===== src/hdl/sba_pkg.sv =====
// Package for the size-class buffer allocator: widths, codes and record types.
// No dependencies; every other file uses it.
package sba_pkg;

    localparam int NUM_BANKS        = 4;
    localparam int BUFFERS_PER_BANK = 256;
    localparam int BANK_W           = 2;
    localparam int ID_W             = 8;
    localparam int ADDR_W           = BANK_W + ID_W;
    localparam int DEPTH            = NUM_BANKS * BUFFERS_PER_BANK;
    localparam int CNT_W            = 9;
    localparam int TAG_W            = 32;
    localparam int SIZE_W           = 16;
    localparam int CFG_IDX_W        = 3;
    localparam int CFG_DATA_W       = 16;
    localparam int RING_W           = ID_W + 1;

    localparam logic [1:0] OP_ALLOC   = 2'd0;
    localparam logic [1:0] OP_BY_SIZE = 2'd1;
    localparam logic [1:0] OP_RELEASE = 2'd2;
    localparam logic [1:0] OP_QUERY   = 2'd3;

    localparam logic [1:0] ST_OK       = 2'd0;
    localparam logic [1:0] ST_NO_FREE  = 2'd1;
    localparam logic [1:0] ST_OWNED    = 2'd2;
    localparam logic [1:0] ST_UNOWNED  = 2'd3;

    localparam logic [CFG_IDX_W-1:0] REG_SIZE0  = 3'd0;
    localparam logic [CFG_IDX_W-1:0] REG_COUNT0 = 3'd4;

    typedef struct packed {
        logic [1:0]        operation;
        logic [BANK_W-1:0] bank_sel;
        logic [ID_W-1:0]   buffer_index;
        logic [TAG_W-1:0]  owner_tag;
        logic [SIZE_W-1:0] wanted_size;
    } req_t;

    typedef struct packed {
        logic [1:0]        status;
        logic [BANK_W-1:0] granted_bank;
        logic [ID_W-1:0]   granted_buffer;
        logic [CNT_W-1:0]  in_use_count;
    } rsp_t;

    // Memory port bundle from the sequencer to the state store.
    typedef struct packed {
        logic              rd_en;
        logic [ADDR_W-1:0] ring_raddr;
        logic [ADDR_W-1:0] own_raddr;
        logic              ring_we;
        logic [ADDR_W-1:0] ring_waddr;
        logic [RING_W-1:0] ring_wdata;
        logic              own_we;
        logic [ADDR_W-1:0] own_waddr;
        logic [TAG_W-1:0]  own_wdata;
    } mem_cmd_t;

endpackage


===== src/hdl/sba_if.sv =====
// Valid/ready channel carrying one word of a given payload type.
// Depends on sba_pkg for the payload types.
interface sba_req_if;
    logic            valid;
    logic            ready;
    sba_pkg::req_t   data;
    modport source (output valid, output data, input ready);
    modport sink   (input valid, input data, output ready);
endinterface

interface sba_rsp_if;
    logic            valid;
    logic            ready;
    sba_pkg::rsp_t   data;
    modport source (output valid, output data, input ready);
    modport sink   (input valid, input data, output ready);
endinterface


===== src/hdl/sba_ctrl.sv =====
// Request sequencer: cursors, counts, configuration and read-modify-write steps.
// Depends on sba_pkg and the interfaces in sba_if.sv.
module sba_ctrl (
    input  logic                              clk,
    input  logic                              rst_n,
    sba_req_if.sink                           req,
    sba_rsp_if.source                         rsp,
    input  logic                              cfg_we,
    input  logic [sba_pkg::CFG_IDX_W-1:0]     cfg_index,
    input  logic [sba_pkg::CFG_DATA_W-1:0]    cfg_data,
    output sba_pkg::mem_cmd_t                 cmd,
    output logic [sba_pkg::NUM_BANKS-1:0]     bank_clear,
    input  logic                              clr_busy,
    input  logic [sba_pkg::RING_W-1:0]        ring_rdata,
    input  logic [sba_pkg::TAG_W-1:0]         own_rdata
);
    import sba_pkg::*;

    typedef enum logic [3:0] {
        S_IDLE  = 4'b0001,
        S_READ  = 4'b0010,
        S_OWNER = 4'b0100,
        S_DONE  = 4'b1000
    } state_t;

    state_t              state_reg, state_next;
    req_t                req_reg;
    logic [BANK_W-1:0]   bank_reg, bank_next;
    logic                owned_seen_reg, owned_seen_next;
    logic [ID_W-1:0]     bid_reg, bid_next;
    logic [SIZE_W-1:0]   size_reg [NUM_BANKS];
    logic [CNT_W-1:0]    count_reg [NUM_BANKS];
    logic [ID_W-1:0]     acur_reg [NUM_BANKS];
    logic [ID_W-1:0]     rcur_reg [NUM_BANKS];
    logic [CNT_W-1:0]    used_reg [NUM_BANKS];
    logic                rsp_valid_reg;
    rsp_t                rsp_reg, rsp_next;
    logic                rsp_load;
    logic                acur_step, rcur_step, used_inc, used_dec;
    logic [BANK_W-1:0]   upd_bank;
    logic [BANK_W-1:0]   cand_bank;
    logic                cand_found;
    logic [CNT_W-1:0]    eff_count;
    logic [ID_W-1:0]     next_acur, next_rcur;

    // First fitting bank at or above the start bank, for allocate by size.
    function automatic logic [BANK_W:0] first_fit(
        input logic [BANK_W-1:0] start, input logic [SIZE_W-1:0] want,
        input logic [SIZE_W*NUM_BANKS-1:0] sizes);
        logic [BANK_W:0] res;
        res = '0;
        for (int b = NUM_BANKS - 1; b >= 0; b--)
        begin
            if (b >= int'(start) && sizes[b*SIZE_W +: SIZE_W] >= want)
            begin
                res = {1'b1, BANK_W'(b)};
            end
        end
        return res;
    endfunction

    logic [SIZE_W*NUM_BANKS-1:0] sizes_flat;
    always_comb
    begin
        for (int b = 0; b < NUM_BANKS; b++)
        begin
            sizes_flat[b*SIZE_W +: SIZE_W] = size_reg[b];
        end
    end

    logic [BANK_W:0] fit_start, fit_next;
    assign fit_start = first_fit('0, req.data.wanted_size, sizes_flat);
    assign fit_next  = (bank_reg == BANK_W'(NUM_BANKS - 1)) ? '0 :
                       first_fit(bank_reg + 1'b1, req_reg.wanted_size, sizes_flat);

    assign cand_bank  = fit_next[BANK_W-1:0];
    assign cand_found = fit_next[BANK_W];

    // Effective wrap point of the bank being updated, clamped to 1..BUFFERS_PER_BANK.
    always_comb
    begin
        eff_count = count_reg[upd_bank];
        if (eff_count == '0)
        begin
            eff_count = CNT_W'(1);
        end
        if (eff_count > CNT_W'(BUFFERS_PER_BANK))
        begin
            eff_count = CNT_W'(BUFFERS_PER_BANK);
        end
    end
    assign next_acur = ({1'b0, acur_reg[upd_bank]} + 1'b1 >= eff_count) ? '0
                       : acur_reg[upd_bank] + 1'b1;
    assign next_rcur = ({1'b0, rcur_reg[upd_bank]} + 1'b1 >= eff_count) ? '0
                       : rcur_reg[upd_bank] + 1'b1;

    // No request is taken while a bank is being cleared.
    assign req.ready = (state_reg == S_IDLE) && !rsp_valid_reg && !clr_busy;
    assign rsp.valid = rsp_valid_reg;
    assign rsp.data  = rsp_reg;

    // Sequencer: read ring slot, then owner of the id, then write back; a release reads the owner only.
    always_comb
    begin
        state_t st;
        st              = state_reg;
        bank_next       = bank_reg;
        owned_seen_next = owned_seen_reg;
        bid_next        = bid_reg;
        rsp_next        = rsp_reg;
        rsp_load        = 1'b0;
        cmd             = '0;
        acur_step       = 1'b0;
        rcur_step       = 1'b0;
        used_inc        = 1'b0;
        used_dec        = 1'b0;
        upd_bank        = bank_reg;
        case (state_reg)
            S_IDLE:
            begin
                if (req.valid && req.ready)
                begin
                    owned_seen_next = 1'b0;
                    bank_next       = req.data.bank_sel;
                    case (req.data.operation)
                        OP_ALLOC:
                        begin
                            if (req.data.owner_tag == '0)
                            begin
                                rsp_next = '{ST_NO_FREE, '0, '0, used_reg[req.data.bank_sel]};
                                rsp_load = 1'b1;
                            end
                            else
                            begin
                                cmd.rd_en      = 1'b1;
                                cmd.ring_raddr = {req.data.bank_sel,
                                                  acur_reg[req.data.bank_sel]};
                                st = S_READ;
                            end
                        end
                        OP_BY_SIZE:
                        begin
                            if (req.data.owner_tag == '0 || !fit_start[BANK_W])
                            begin
                                rsp_next = '{ST_NO_FREE, '0, '0, used_reg[req.data.bank_sel]};
                                rsp_load = 1'b1;
                            end
                            else
                            begin
                                bank_next      = fit_start[BANK_W-1:0];
                                cmd.rd_en      = 1'b1;
                                cmd.ring_raddr = {fit_start[BANK_W-1:0],
                                                  acur_reg[fit_start[BANK_W-1:0]]};
                                st = S_READ;
                            end
                        end
                        OP_RELEASE:
                        begin
                            cmd.rd_en     = 1'b1;
                            cmd.own_raddr = {req.data.bank_sel, req.data.buffer_index};
                            bid_next      = req.data.buffer_index;
                            st = S_OWNER;
                        end
                        default:
                        begin
                            rsp_next = '{ST_OK, '0, '0, used_reg[req.data.bank_sel]};
                            rsp_load = 1'b1;
                        end
                    endcase
                end
            end
            S_READ:
            begin
                // Ring slot is here; fetch the owner of the id it names.
                if (!ring_rdata[ID_W])
                begin
                    st = S_DONE;
                end
                else
                begin
                    bid_next      = ring_rdata[ID_W-1:0];
                    cmd.rd_en     = 1'b1;
                    cmd.own_raddr = {bank_reg, ring_rdata[ID_W-1:0]};
                    st = S_OWNER;
                end
            end
            S_OWNER:
            begin
                if (req_reg.operation == OP_RELEASE)
                begin
                    if (own_rdata == '0)
                    begin
                        rsp_next = '{ST_UNOWNED, '0, '0, used_reg[bank_reg]};
                    end
                    else
                    begin
                        cmd.own_we     = 1'b1;
                        cmd.own_waddr  = {bank_reg, bid_reg};
                        cmd.own_wdata  = '0;
                        cmd.ring_we    = 1'b1;
                        cmd.ring_waddr = {bank_reg, rcur_reg[bank_reg]};
                        cmd.ring_wdata = {1'b1, bid_reg};
                        rcur_step      = 1'b1;
                        used_dec       = used_reg[bank_reg] != '0;
                        rsp_next = '{ST_OK, '0, '0, used_reg[bank_reg] - CNT_W'(used_dec)};
                    end
                    rsp_load = 1'b1;
                    st = S_IDLE;
                end
                else if (own_rdata != '0)
                begin
                    owned_seen_next = 1'b1;
                    st = S_DONE;
                end
                else
                begin
                    cmd.own_we     = 1'b1;
                    cmd.own_waddr  = {bank_reg, bid_reg};
                    cmd.own_wdata  = req_reg.owner_tag;
                    cmd.ring_we    = 1'b1;
                    cmd.ring_waddr = {bank_reg, acur_reg[bank_reg]};
                    cmd.ring_wdata = '0;
                    acur_step      = 1'b1;
                    used_inc       = used_reg[bank_reg] < CNT_W'(BUFFERS_PER_BANK);
                    rsp_next = '{ST_OK, bank_reg, bid_reg,
                                 used_reg[bank_reg] + CNT_W'(used_inc)};
                    rsp_load = 1'b1;
                    st = S_IDLE;
                end
            end
            S_DONE:
            begin
                // This bank failed; by-size moves on to the next fitting bank.
                if (req_reg.operation == OP_BY_SIZE && cand_found)
                begin
                    bank_next      = cand_bank;
                    cmd.rd_en      = 1'b1;
                    cmd.ring_raddr = {cand_bank, acur_reg[cand_bank]};
                    st = S_READ;
                end
                else
                begin
                    rsp_next = '{(owned_seen_reg ? ST_OWNED : ST_NO_FREE), '0, '0,
                                 used_reg[req_reg.bank_sel]};
                    rsp_load = 1'b1;
                    st = S_IDLE;
                end
            end
            default:
            begin
                st = S_IDLE;
            end
        endcase
        state_next = st;
    end

    // Control registers, cursors, counts and configuration.
    always_ff @(posedge clk or negedge rst_n)
    begin
        if (!rst_n)
        begin
            state_reg      <= S_IDLE;
            rsp_valid_reg  <= 1'b0;
            bank_reg       <= '0;
            owned_seen_reg <= 1'b0;
            for (int b = 0; b < NUM_BANKS; b++)
            begin
                size_reg[b]  <= SIZE_W'(64 << (2 * b));
                count_reg[b] <= CNT_W'(BUFFERS_PER_BANK);
                acur_reg[b]  <= '0;
                rcur_reg[b]  <= '0;
                used_reg[b]  <= '0;
            end
        end
        else
        begin
            state_reg      <= state_next;
            bank_reg       <= bank_next;
            owned_seen_reg <= owned_seen_next;
            if (rsp_load)
            begin
                rsp_valid_reg <= 1'b1;
            end
            else if (rsp.ready)
            begin
                rsp_valid_reg <= 1'b0;
            end
            if (acur_step)
            begin
                acur_reg[upd_bank] <= next_acur;
            end
            if (rcur_step)
            begin
                rcur_reg[upd_bank] <= next_rcur;
            end
            if (used_inc)
            begin
                used_reg[upd_bank] <= used_reg[upd_bank] + 1'b1;
            end
            if (used_dec)
            begin
                used_reg[upd_bank] <= used_reg[upd_bank] - 1'b1;
            end
            if (cfg_we)
            begin
                if (cfg_index < REG_COUNT0)
                begin
                    size_reg[cfg_index[BANK_W-1:0]] <= cfg_data;
                end
                else
                begin
                    count_reg[cfg_index[BANK_W-1:0]] <= cfg_data[CNT_W-1:0];
                    acur_reg[cfg_index[BANK_W-1:0]]  <= '0;
                    rcur_reg[cfg_index[BANK_W-1:0]]  <= '0;
                    used_reg[cfg_index[BANK_W-1:0]]  <= '0;
                end
            end
        end
    end

    always_comb
    begin
        bank_clear = '0;
        if (cfg_we && cfg_index >= REG_COUNT0)
        begin
            bank_clear[cfg_index[BANK_W-1:0]] = 1'b1;
        end
    end

    // Payload registers.
    always_ff @(posedge clk)
    begin
        if (req.valid && req.ready)
        begin
            req_reg <= req.data;
        end
        bid_reg <= bid_next;
        if (rsp_load)
        begin
            rsp_reg <= rsp_next;
        end
    end

endmodule


===== src/flat_wrapper.sv =====
// flat-port wrapper written by rule: the top's interface ports become plain ports
module sba_ctrl_flat import sba_pkg::*;
  (clk, rst_n, cfg_we, cfg_index, cfg_data, cmd, bank_clear, clr_busy, ring_rdata, own_rdata, req_valid, req_data, req_ready, rsp_valid, rsp_data, rsp_ready);
  sba_req_if req_i ();
  sba_rsp_if rsp_i ();
  input  logic clk;
  input  logic rst_n;
  input  logic cfg_we;
  input  logic [sba_pkg::CFG_IDX_W-1:0] cfg_index;
  input  logic [sba_pkg::CFG_DATA_W-1:0] cfg_data;
  output sba_pkg::mem_cmd_t cmd;
  output logic [sba_pkg::NUM_BANKS-1:0] bank_clear;
  input  logic clr_busy;
  input  logic [sba_pkg::RING_W-1:0] ring_rdata;
  input  logic [sba_pkg::TAG_W-1:0] own_rdata;
  input wire logic [$bits(req_i.valid)-1:0] req_valid;
  input wire logic [$bits(req_i.data)-1:0] req_data;
  output wire logic [$bits(req_i.ready)-1:0] req_ready;
  output wire logic [$bits(rsp_i.valid)-1:0] rsp_valid;
  output wire logic [$bits(rsp_i.data)-1:0] rsp_data;
  input wire logic [$bits(rsp_i.ready)-1:0] rsp_ready;
  assign req_i.valid = req_valid;
  assign req_i.data = req_data;
  assign req_ready = req_i.ready;
  assign rsp_valid = rsp_i.valid;
  assign rsp_data = rsp_i.data;
  assign rsp_i.ready = rsp_ready;
  sba_ctrl u_core (.clk(clk), .rst_n(rst_n), .req(req_i), .rsp(rsp_i), .cfg_we(cfg_we), .cfg_index(cfg_index), .cfg_data(cfg_data), .cmd(cmd), .bank_clear(bank_clear), .clr_busy(clr_busy), .ring_rdata(ring_rdata), .own_rdata(own_rdata));
endmodule

===== config.mk =====
export PLATFORM = sky130hd
export DESIGN_NAME = sba_ctrl_flat
export DESIGN_NICKNAME = d
export VERILOG_FILES = /design/src/hdl/sba_pkg.sv /design/src/hdl/sba_if.sv /design/src/hdl/sba_ctrl.sv /design/src/flat_wrapper.sv
export SDC_FILE = /design/constraint.sdc
export NUM_CORES = 1
export LEC_CHECK = 0
export BUFFER_PORTS_ARGS = -buffer_cell sky130_fd_sc_hd__buf_2
export CAP_MARGIN = 5
export CORE_MARGIN = 3
export CORE_UTILIZATION = 53
export CTS_CLUSTER_DIAMETER = 50
export DETAILED_ROUTE_END_ITERATION = 10
export MAX_ROUTING_LAYER = met4
export PLACE_DENSITY = 0.74
export SYNTH_ARGS = -nofsm -noshare
export SYNTH_HDL_FRONTEND = slang
export SYNTH_SLANG_ARGS = --single-unit

===== constraint.sdc =====
create_clock -name clk -period 9.6 [get_ports clk]
set_input_delay 0.96 -clock clk [delete_from_list [all_inputs] [get_ports clk]]
set_output_delay 0.96 -clock clk [all_outputs]
set_load 0.005 [all_outputs]

=== Word-level counts from Yosys, hierarchy flattened ===
Index checks and enable logic that the tools add are counted.

* Add/subtract/negate cells: 9
* Multipliers: 0
* Divide/modulo/power cells: 0
* $lt $le $gt $ge: 27
* Eq/ne operators: 23
* Shift operators: 0
* Multiplexer cells: 138
* Bitwise operators: 12
* Reductions and logical operators: 33

{| class="wikitable"
|+ Operator list
! cell !! number
|-
| 2-to-1 mux 63 bit || 4
|-
| 2-to-1 mux 32 bit || 6
|-
| 2-to-1 mux 21 bit || 8
|-
| 2-to-1 mux 36 bit || 4
|-
| 2-to-1 mux 8 bit || 17
|-
| >= comparator 16 bit || 8
|-
| case mux 21 bit (3 select lines) || 2
|-
| bitwise mux 36 bit || 3
|-
| 2-to-1 mux 9 bit || 12
|-
| binary-select mux 8 bit (select 2 bit) || 5
|-
| binary-select mux 9 bit (select 2 bit) || 4
|-
| AND 32 bit || 2
|-
| bitwise mux 32 bit || 2
|-
| bitwise mux 64 bit || 1
|-
| logical NOT 32 bit || 2
|-
| case mux 10 bit (2 select lines) || 3
|-
| AND 36 bit || 1
|-
| demux 9 bit (select 2 bit) || 2
|-
| NOT 36 bit || 1
|-
| 2-to-1 mux 11 bit || 3
|-
| demux 16 bit (select 2 bit) || 1
|-
| demux 8 bit (select 2 bit) || 2
|-
| NOT 32 bit || 1
|-
| nonzero test 32 bit || 1
|-
| other kinds (55) || 147
|}

* Register bits: 289
* Latch bits: 0
* Memory bits (writable): 0
* ROM bits: 0
* Input bits: 126
* Logic and storage cells: 275
* Memories: 0

=== Longest topological paths before layout ===
Gate-level depths: netlist of the first run.

* Depth after elaboration: 15
* Gate-level depth with buffers: 19
* Gate-level depth less buffers: 15

=== Worst setup path before layout of the first run ===
Ideal clock, no wire load.

* Path type: in2reg
* From: input req_data[9]
* To: register u_core.rsp_reg (netlist bit u_core.rsp.data[0]), enable pin
* Arrival: 4,648 ps
* Data required time: 9,165 ps
* Path slack: 4,517 ps
* Stages: 11
* Path buffers: 0
* Cell sequence: inv_1 ha_1 a21o_1 a21o_1 a221o_1 o2bb2ai_1 a2111oi_2 a31oi_1 o32ai_1 a21oi_1 a221oi_1

* Word-level cells in the longest chain between the ends: 12
* Elaborated cells on any way between the ends: 16

{| class="wikitable"
|+ RTL lines
! what !! RTL line !! text
|-
| start, declared || flat_wrapper.sv:17 || <nowiki>input wire logic [$bits(req_i.data)-1:0] req_data;</nowiki>
|-
| >= comparator 16 bit || sba_ctrl.sv:54 || <nowiki>if (b >= int'(start) && sizes[b*SIZE_W +: SIZE_W] >= want)</nowiki>
|-
| 2-to-1 mux 3 bit (3 in series) || sba_ctrl.sv:54 ||
|-
| 2-to-1 mux 3 bit (*) || sba_ctrl.sv:54 ||
|-
| logical NOT 1 bit (*) || sba_ctrl.sv:143 || <nowiki>if (req.data.owner_tag == '0 || !fit_start[BANK_W])</nowiki>
|-
| logical OR 1 bit (*) || sba_ctrl.sv:143 ||
|-
| 2-to-1 mux 1 bit || sba_ctrl.sv:143 ||
|-
| case mux 1 bit (3 select lines) || sba_ctrl.sv:125 || <nowiki>case (req.data.operation)</nowiki>
|-
| 2-to-1 mux 1 bit || sba_ctrl.sv:121 || <nowiki>if (req.valid && req.ready)</nowiki>
|-
| case mux 1 bit (3 select lines) || sba_ctrl.sv:118 || <nowiki>case (state_reg)</nowiki>
|-
| AND reduction 8 bit (no source line) (*) || -- ||
|-
| end signal, assigned || sba_ctrl.sv:340 || <nowiki>rsp_reg <= rsp_next;</nowiki>
|-
| end, declared || sba_ctrl.sv:37 || <nowiki>rsp_t rsp_reg, rsp_next;</nowiki>
|}

Every way passes the cells marked *; elsewhere a longest branch is shown, timed or not.
A chain may end at the register's enable or synchronous reset.

==> impl_metrics.yaml, run 1 <==
detailed_routing:
  drt_iter0_markers: 1551
  wl_um: 56400
  dr.pass1.iters: 6
  vias_per_cell: 6.41
  drc: 0
  num_vias: 15400
  wl_per_cell_um: 23.5
  ant_nets: 0
cells_and_area:
  syn_to_final_growth_pct: 14.3
  fin_nets: 2217
  multi_input_area_um2: 10300
  largest_reg_flops: 64
  fill_cells: 2837
  design_area_um2: 21200
  drive_gt1_frac: 0.269
  seqCellArea_um2: 7650
clock_tree:
  post_cts_buffers: 0
  cts_hold_buf: 0
  clkSlewWorstSetupHoldPaths_ns: 0.05
  cts-root-buf: "clkbuf_16"
  cts_buffers: 36
  clock-sinks: 289
  clk_path_buf_depth: 3
  cts_tree: "yes"
  insertion_delay_ns: 0.53
  post_cts_resize_count: 0
  htree_levels: 2
sta:
  rsz0062_at_grt: "false"
  setup_viol: 0
  whs_ns: 0.419
  clock_skew_ns: 0.0142
  timing.fmax_ghz: 0.182
  slew_violations: 0
  worstMarginPinSlew_ns: 1.16
  final_hold_viol_count: 0
  relSlewSlack: 0.228
  min_period_ns: 5.49
  min_period_over_period: 0.572
  tns_ns: 0
global_route:
  grt_overflow_total: 0
  grt_pass1_vias: 15300
  grt_pass1_wl_um: 86800
  grt_usage: 0.311
  antenna_found_initial: 7
  grt_start_max_net_pins: 85
placed_design:
  hpwl_um: 40000
  finalWeightedCongestion: 0.955
  io_buffers: 236
  placed_area_um2: 20000
power_and_ir_drop:
  p_int_w: 0.00267
  leakage_nw: 9.87
  peakVddDrop_mv: 0.152
  p_comb_frac: 0.289
  power.switching_w: 0.00133
  seqPwrFrac: 0.384
  power_density_nw_per_um2: 189
  clock_power_share: 0.327
  p_sw_frac: 0.333
yosys:
  yosysSeqAreaShare: 0.413
  synth_nets: 2020
  syn_area_per_cell_um2: 10.7
  synth-seq-cells: 289
  synth_compound_area_frac: 0.119
  synth_xor_area_frac: 0.0151
  ys_async_sr_fraction: 0.720
  syn_inst: 1730
  synthesis.yosys.warnings: 0
  synth_flop_cell: "dfrtp_1"
  synth_edf_count: 81
  synth_mux_area_frac: 0.160
  syn_area_um2: 18500
  synthSimpleGateAreaFrac: 0.147
  synth_fa_ha_area_frac: 0.111
  synth_cell_types: 77
  synth_top_family_by_area: "multiplexers"
floorplanning:
  row_count: 67
  start_util: 0.544
  die_w_um: 193
  dieArea_um2: 37200
  chipHeight_um: 193
  ios: 237
  core_area_um2: 34000
worst_hold_path:
  min_path_type: "primary input to async pin"
flow_run:
  drv_cap: 0
worst_setup_path:
  r2r_end: "u_core.acur_reg[20]$_DFF_PN0_"
  cpPeakStageDelay_ns: 0.63
  reg2reg_from: "u_core.bank_reg[0]$_DFFE_PN0P_"
  cp_num_buf_inv: 2
  slowest_stage: "buf_4"
  crit_path_start: "u_core.bank_reg[0]$_DFFE_PN0P_"
  criticalPathCategory: "flop to output port"
  cp_max_fo: 35
  r2r_cells: 15
  worstPathCellList: "buf_4 > ha_1 > o2111ai_1 > o41ai_2 > nor4_1 > nor4b_2 > or3b_1 > o22a_1 > o221ai_1 > buf_2"
  ff2ff_setup_slack_ns: 4.57
  critPathTopFamily: "simple AND/OR/NAND/NOR gates"
  worst_ep_arrival_time_ns: 4.53
  critPathCaptureType: "output port"
  start_kind: "flop"
  crit_required_ns: 8.64
outcome:
  outcome: "finished clean"
cells by family (layout without fill, tap and decap cells):
logic type,after synthesis,after routing
other cells,0,6
compound gates,334,334
fa+ha+maj,164,164
flops,289,289
simple gates,552,552
xor+xnor,32,32
buf+inv,150,371
mux,209,209
metal layers:
metal / part of all wire / wire length [um] / GRT usage
met5: 0 / 0 / -
met4: 0.032 / 1810 / 0.108
met3: 0.094 / 5280 / 0.0582
met2: 0.47 / 26700 / 0.500
met1: 0.40 / 22700 / 0.399
Yosys cell counts (18+ instances only):
cell      count  area, um^2
clkbuf_1     61         229
nor4_1       23         144
nand4_1      18         113
inv_1        50         188
nand2_1     151         567
nor2_1      120         450
a21oi_1     126         631
o21ai_0      41         205
nand3_1      95         475
ha_1        164        2050
mux2i_1      32         320
nand2b_1     23         144
xnor2_1      18         158
mux4_2       57        1280
a22oi_1      27         203
dfrtp_1     199        4980
edfxtp_1     81        2430
mux2_2      119        1340
and3_1       64         400
a21o_1       18         135
how the worst max path moves through the flow:
stage	to	slack, ns	cells past startpoint
after detailed placement	cmd[82]	4.45	13
after floorplan	u_core.rsp.data[0]$_DFFE_PP_	4.52	11
after global routing	cmd[79]	3.81	10
after CTS	cmd[79]	4.07	10
after global placement	cmd[82]	4.48	13
final	cmd[79]	4.11	10
cell usage in the layout, fill, tap and decap left out, drive strengths merged, types with 8 or more instances in the layout:
cell type  synthesis  layout
nand4             18      18
dfstp              9       9
xor2              14      14
dfrtp            199     199
and2              15      15
clkbuf            61      47
buf               36     255
o21ai             44      44
ha               164     164
nor2             121     121
nand2b            23      23
nor4              23      23
a21o              18      18
a31oi              8       8
and3              64      64
nor3              13      13
edfxtp            81      81
a21oi            126     126
clkinv             3      12
a22o               8       8
mux4              58      58
mux2             119     119
nand2            156     156
xnor2             18      18
mux2i             32      32
a22oi             27      27
o221ai            12      12
a222oi             8       8
o211ai            11      11
a211oi            14      14
inv               50      53
o22a               8       8
nand3             95      95
power by group through the flow:
stage	registers, W	clock network, W	logic (W)
finish	0.00154	0.00131	0.00116
global route	0.00155	0.00139	0.00128
CTS	0.00153	0.00133	0.00115
detailed placement	0.00156	0	0.00114
global placement	0.00155	0	0.00111
floorplan	0.00150	0	0.000830
layout make-up:
type / count / area share
diodes: 6 / 0.000709
clock buffers: 46 / 0.0467
clock inverters: 16 / 0.00679
inverters: 53 / 0.00939
multi-input cells: 1291 / 0.486
flip-flops and latches: 289 / 0.361
well taps: 448 / 0.0265
repair buffers: 256 / 0.0632
per-stage QoR:
stage           util  setup WS [ns]  total power (W)  std cells
2_1_floorplan      -           4.52          0.00233       1730
3_3_place_gp   0.589           4.48          0.00266       2337
5_1_grt        0.622           3.81          0.00422       2405
4_1_cts        0.622           4.07          0.00402       2399
6_report       0.622           4.11          0.00400       2405
3_5_place_dp   0.589           4.45          0.00270       2337
Power figures use the tool's default switching activity.
==> run 2, diff against run 1 <==
clock period = 5.6 ns   (was 9.6 ns; I/O delays follow)
==> run 2 against run 1 <==
Effect of this change:
- sequential power rose by 72%
- setup slack got worse by 3.6 ns
- critical path depth rose by 1
- count of clock-buffer cells in the layout rose by 2
- clock skew rose by 0.0084 ns
- combinational power rose by 71%
- non-clock buffer count rose by 7
- hold slack got worse by 0.31 ns
- design area rose by 1.0%
- total power rose by 77%
- global-route usage rose by 0.13 points
==> impl_metrics.yaml, run 2 (synthesized netlist as in run 1, its figures left out) <==
cells_and_area:
  syn_to_final_growth_pct: 15.5
  drive_gt1_frac: 0.275
  layout_common_cells: "buf_2, dfrtp_1, ha_1"
  design_area_um2: 21400
  mostFrequentLayoutCell: "buf_2"
  fin_cells: 2422
  largest_reg_flops: 64
  fin_nets: 2226
global_route:
  grt_start_max_net_pins: 107
  antenna_found_initial: 11
  grt_pass1_vias: 15200
  grt_overflow_total: 0
  grt_pass1_wl_um: 86900
  grt_usage: 0.312
worst_setup_path:
  slowest_stage: "a2111oi_0"
  worstPathCellList: "inv_1 > ha_1 > nand4_1 > a2111oi_0 > a2111o_1 > nor4_1 > nor4b_2 > or3b_1 > o22a_1 > o221ai_1 > buf_2"
  cp_max_fo: 9
  cpPeakStageDelay_ns: 0.77
  criticalPathCategory: "flop to output port"
  start_kind: "flop"
  critPathCaptureType: "output port"
  worst_ep_arrival_time_ns: 4.53
  crit_required_ns: 5.04
sta:
  min_period_ns: 5.09
  final_hold_viol_count: 0
  setup_viol: 0
  timing.fmax_ghz: 0.196
  rsz0062_at_grt: "false"
  relSlewSlack: 0.320
  slew_violations: 0
  worst_slack_ns: 0.507
  worstMarginPinSlew_ns: 1.02
  min_period_over_period: 0.909
  clock_skew_ns: 0.0226
  tns_ns: 0
floorplanning:
  dieArea_um2: 37200
  start_util: 0.544
  ios: 237
  row_count: 67
  chipHeight_um: 193
  core_area_um2: 34000
  die_w_um: 193
detailed_routing:
  wl_um: 56900
  wl_per_cell_um: 23.5
  drc: 0
  dr.pass1.iters: 6
  ant_nets: 0
  drt_iter0_markers: 1583
  num_vias: 15300
  vias_per_cell: 6.33
placed_design:
  place_worst_setup_slack_ns: 1.13
  placed_area_um2: 20100
  io_buffers: 236
  hpwl_um: 40000
  finalWeightedCongestion: 0.962
  dp.cells: 2344
clock_tree:
  htree_levels: 2
  post_cts_buffers: 0
  clock-sinks: 289
  cts_hold_buf: 0
  post_cts_resize_count: 0
  cts_buffers: 38
  insertion_delay_ns: 0.53
  cts_tree: "yes"
  clk_path_buf_depth: 3
  clkSlewWorstSetupHoldPaths_ns: 0.06
  cts-root-buf: "clkbuf_16"
worst_hold_path:
  min_path_type: "primary input to async pin"
power_and_ir_drop:
  peakVddDrop_mv: 0.272
  leakage_nw: 9.98
  power_density_nw_per_um2: 331
flow_run:
  drv_cap: 0
outcome:
  outcome: "finished clean"
run 2: final timing paths:
kind,from,to,slack (ns),depth (start not counted)
setup / recovery,u_core.req_reg[14]$_DFFE_PP_,cmd[78],0.51,11
min in group clk,rsp_ready,u_core.rsp.valid$_DFFE_PN0P_,0.21,2
hold / removal,rst_n,u_core.size_reg[0]$_DFFE_PN0P_,0.11,1
hold reg to reg,u_core.count_reg[8]$_DFFE_PN1P_,u_core.count_reg[8]$_DFFE_PN1P_,0.46,2
setup reg to reg,u_core.bank_reg[1]$_DFFE_PN0P_,u_core.rcur_reg[15]$_DFF_PN0_,1.13,15
max in group asynchronous,rst_n,u_core.bank_reg[1]$_DFFE_PN0P_,4.37,2
run 2: routing by layer:
metal / vias to the layer above / share of wire / GRT usage
met3: 169 / 0.087 / 0.0546
met2: 801 / 0.47 / 0.498
met1: 7425 / 0.40 / 0.399
li1: 6931 / - / -
met5: - / 0 / -
met4: 0 / 0.039 / 0.126
run 2: power by group:
part           leakage (nW)  switching (W)  internal (W)  total [W]
sequential             3.45       0.000225       0.00242    0.00265
clock                 0.620       0.000981       0.00147    0.00245
combinational          5.91        0.00115      0.000831    0.00198
run 2: layout make-up:
type | instances | area, um^2
antenna | 10 | 25.0
clock buffer | 48 | 1070
inverter | 53 | 199
multi-input combinational | 1291 | 10300
fill | 2764 | 12600
tap | 448 | 561
sequential | 289 | 7650
clock inverter | 20 | 201
timing repair buffer | 263 | 1410
run 2: stage by stage:
stage / util / hold slack [ns] / total power, W
6_report: 0.629 / 0.109 / 0.00708
3_5_place_dp: 0.591 / 0.450 / 0.00462
3_3_place_gp: 0.591 / 0.447 / 0.00456
4_1_cts: 0.628 / 0.156 / 0.00708
5_1_grt: 0.629 / 0.193 / 0.00742
2_1_floorplan: - / 0.264 / 0.00399
run 2: worst max-delay path, delay by kind of cell, from the launching register on:
kind                     cells  cell delay, ns
adder cells (fa/ha/maj)      1            0.36
AO/OA/AOI/OAI                4            1.56
flip-flops                   1            0.32
buffers and inverters        2            0.32
AND/OR/NAND/NOR              4            1.44
==> run 3, diff against run 2 <==
CORE_MARGIN = 4   (was 3)
==> run 3 against run 2 <==
Effect of this change:
- global-route usage shrank 1.3 points
- first-iteration DRC count is 2.1% lower
- critical path depth unchanged
- fmax grew 2.1%
- wire length is 0.53% lower
- clock power fell by 6%
- largest power group unchanged
- setup slack gained 0.11 ns
- count of clock-buffer cells in the layout is 2 lower
- register-to-register slack barely moved
==> impl_metrics.yaml, run 3 (synthesized netlist as in run 1, its figures left out) <==
sta:
  worstMarginPinSlew_ns: 1.05
  whs_ns: 0.0349
  timing.fmax_ghz: 0.201
  setup_viol: 0
  min_period_ns: 4.99
  tns_ns: 0
  slew_violations: 0
  relSlewSlack: 0.297
  min_period_over_period: 0.890
  clock_skew_ns: 0.0287
  rsz0062_at_grt: "false"
  final_hold_viol_count: 0
  worst_slack_ns: 0.613
clock_tree:
  cts_buffers: 37
  clkSlewWorstSetupHoldPaths_ns: 0.06
  insertion_delay_ns: 0.53
  post_cts_resize_count: 0
  cts-root-buf: "clkbuf_16"
  clock-sinks: 289
  post_cts_buffers: 0
  cts_hold_buf: 0
  cts_tree: "yes"
  clk_path_buf_depth: 3
  htree_levels: 2
global_route:
  grt_pass1_vias: 15400
  antenna_found_initial: 5
  grt_overflow_total: 0
  grt_usage: 0.299
  grt_start_max_net_pins: 135
  grt_pass1_wl_um: 87800
power_and_ir_drop:
  clock_power_share: 0.332
  power_density_nw_per_um2: 326
  p_comb_frac: 0.288
  power.switching_w: 0.00231
  leakage_nw: 9.94
  power.total_w: 0.00696
  peakVddDrop_mv: 0.266
  p_sw_frac: 0.331
  seqPwrFrac: 0.380
  p_int_w: 0.00465
placed_design:
  hpwl_um: 40600
  io_buffers: 236
  place_worst_setup_slack_ns: 1.22
  finalWeightedCongestion: 0.991
  placed_area_um2: 20100
floorplanning:
  die_w_um: 195
  ios: 237
  dieArea_um2: 38000
  start_util: 0.536
  core_area_um2: 34500
  chipHeight_um: 195
  row_count: 68
flow_run:
  drv_cap: 0
worst_setup_path:
  criticalPathCategory: "flop to output port"
  start_kind: "flop"
  worstPathCellList: "ha_1 > nand2b_1 > a2111oi_0 > nand3b_1 > a31oi_1 > nor4_1 > nor4b_2 > or3b_1 > o22a_1 > o221ai_1 > buf_2"
  cp_max_fo: 9
  crit_required_ns: 5.04
  cpPeakStageDelay_ns: 0.91
  worst_ep_arrival_time_ns: 4.43
  critPathCaptureType: "output port"
  slowest_stage: "a2111oi_0"
  ff2ff_setup_slack_ns: 1.14
cells_and_area:
  fill_cells: 2813
  syn_to_final_growth_pct: 15.0
  largest_reg_flops: 64
  design_area_um2: 21300
  multi_input_area_um2: 10300
  fin_nets: 2227
  seqCellArea_um2: 7650
  layout_common_cells: "buf_2, dfrtp_1, ha_1"
  mostFrequentLayoutCell: "buf_2"
  drive_gt1_frac: 0.273
detailed_routing:
  wl_per_cell_um: 23.4
  wl_um: 56600
  num_vias: 15500
  ant_nets: 0
  drc: 0
  drt_iter0_markers: 1550
  vias_per_cell: 6.39
  dr.pass1.iters: 6
outcome:
  outcome: "finished clean"
worst_hold_path:
  min_path_type: "primary input to async pin"
## run 3: cell types whose count changed in the layout (fill, tap and decap cells not counted), moves of 2 or more
| cell | delta |
|---|---|
| clkinv_4 | +2 |
| buf_4 | +2 |
| diode_2 | -8 |
| clkbuf_8 | -3 |
| clkbuf_1 | +4 |
| clkbuf_16 | -3 |
| clkinv_1 | +2 |
## run 3: worst paths after layout
path / startpoint / endpoint / cells past startpoint
worst max register to register: u_core.bank_reg[0]$_DFFE_PN0P_ / u_core.rcur_reg[30]$_DFF_PN0_ / 15
worst max-delay path: u_core.req_reg[0]$_DFFE_PP_ / cmd[78] / 11
worst min-delay path: rst_n / u_core.used_reg[33]$_DFF_PN0_ / 1
worst min register to register: u_core.count_reg[8]$_DFFE_PN1P_ / u_core.count_reg[8]$_DFFE_PN1P_ / 2
max in group asynchronous: rst_n / u_core.size_reg[2]$_DFFE_PN0P_ / 2
min in group clk: req_data[9] / u_core.req_reg[9]$_DFFE_PP_ / 1
## run 3: power groups by stage
stage          sequential [W]  clock (W)  combinational [W]
2_1_floorplan         0.00256          0            0.00142
3_3_place_gp          0.00267          0            0.00191
3_5_place_dp          0.00268          0            0.00197
4_1_cts               0.00264    0.00235            0.00198
5_1_grt               0.00267    0.00245            0.00220
6_report              0.00264    0.00231            0.00200
## run 3: critical path, delay by kind of cell (launching register included)
family                   cells  cell delay [ns]
adder cells (fa/ha/maj)      1             0.30
AND/OR/NAND/NOR              5             1.49
flip-flops                   1             0.46
buffers and inverters        1             0.22
AO/OA/AOI/OAI                4             1.44
## run 3: metrics by stage
step / util / cells
after detailed placement: 0.582 / 2353
final: 0.617 / 2422
after CTS: 0.617 / 2420
after global placement: 0.582 / 2353
after global routing: 0.617 / 2422
after floorplan: - / 1730
## run 3: layout make-up
| type | count | share of cell area |
|---|---|---|
| inverters | 53 | 0.00934 |
| repair buffers | 265 | 0.0666 |
| flip-flops and latches | 289 | 0.359 |
| diodes | 2 | 0.000235 |
| multi-input cells | 1291 | 0.483 |
| well taps | 455 | 0.0267 |
| clock buffers | 46 | 0.0455 |
| clock inverters | 21 | 0.00998 |
## run 3: layer usage
layer / wire length, um / global-route usage / vias up
met3: 5240 / 0.0573 / 134
met4: 1820 / 0.0913 / 0
met2: 27100 / 0.482 / 823
met1: 22400 / 0.387 / 7610
met5: 0 / - / -
li1: - / - / 6918
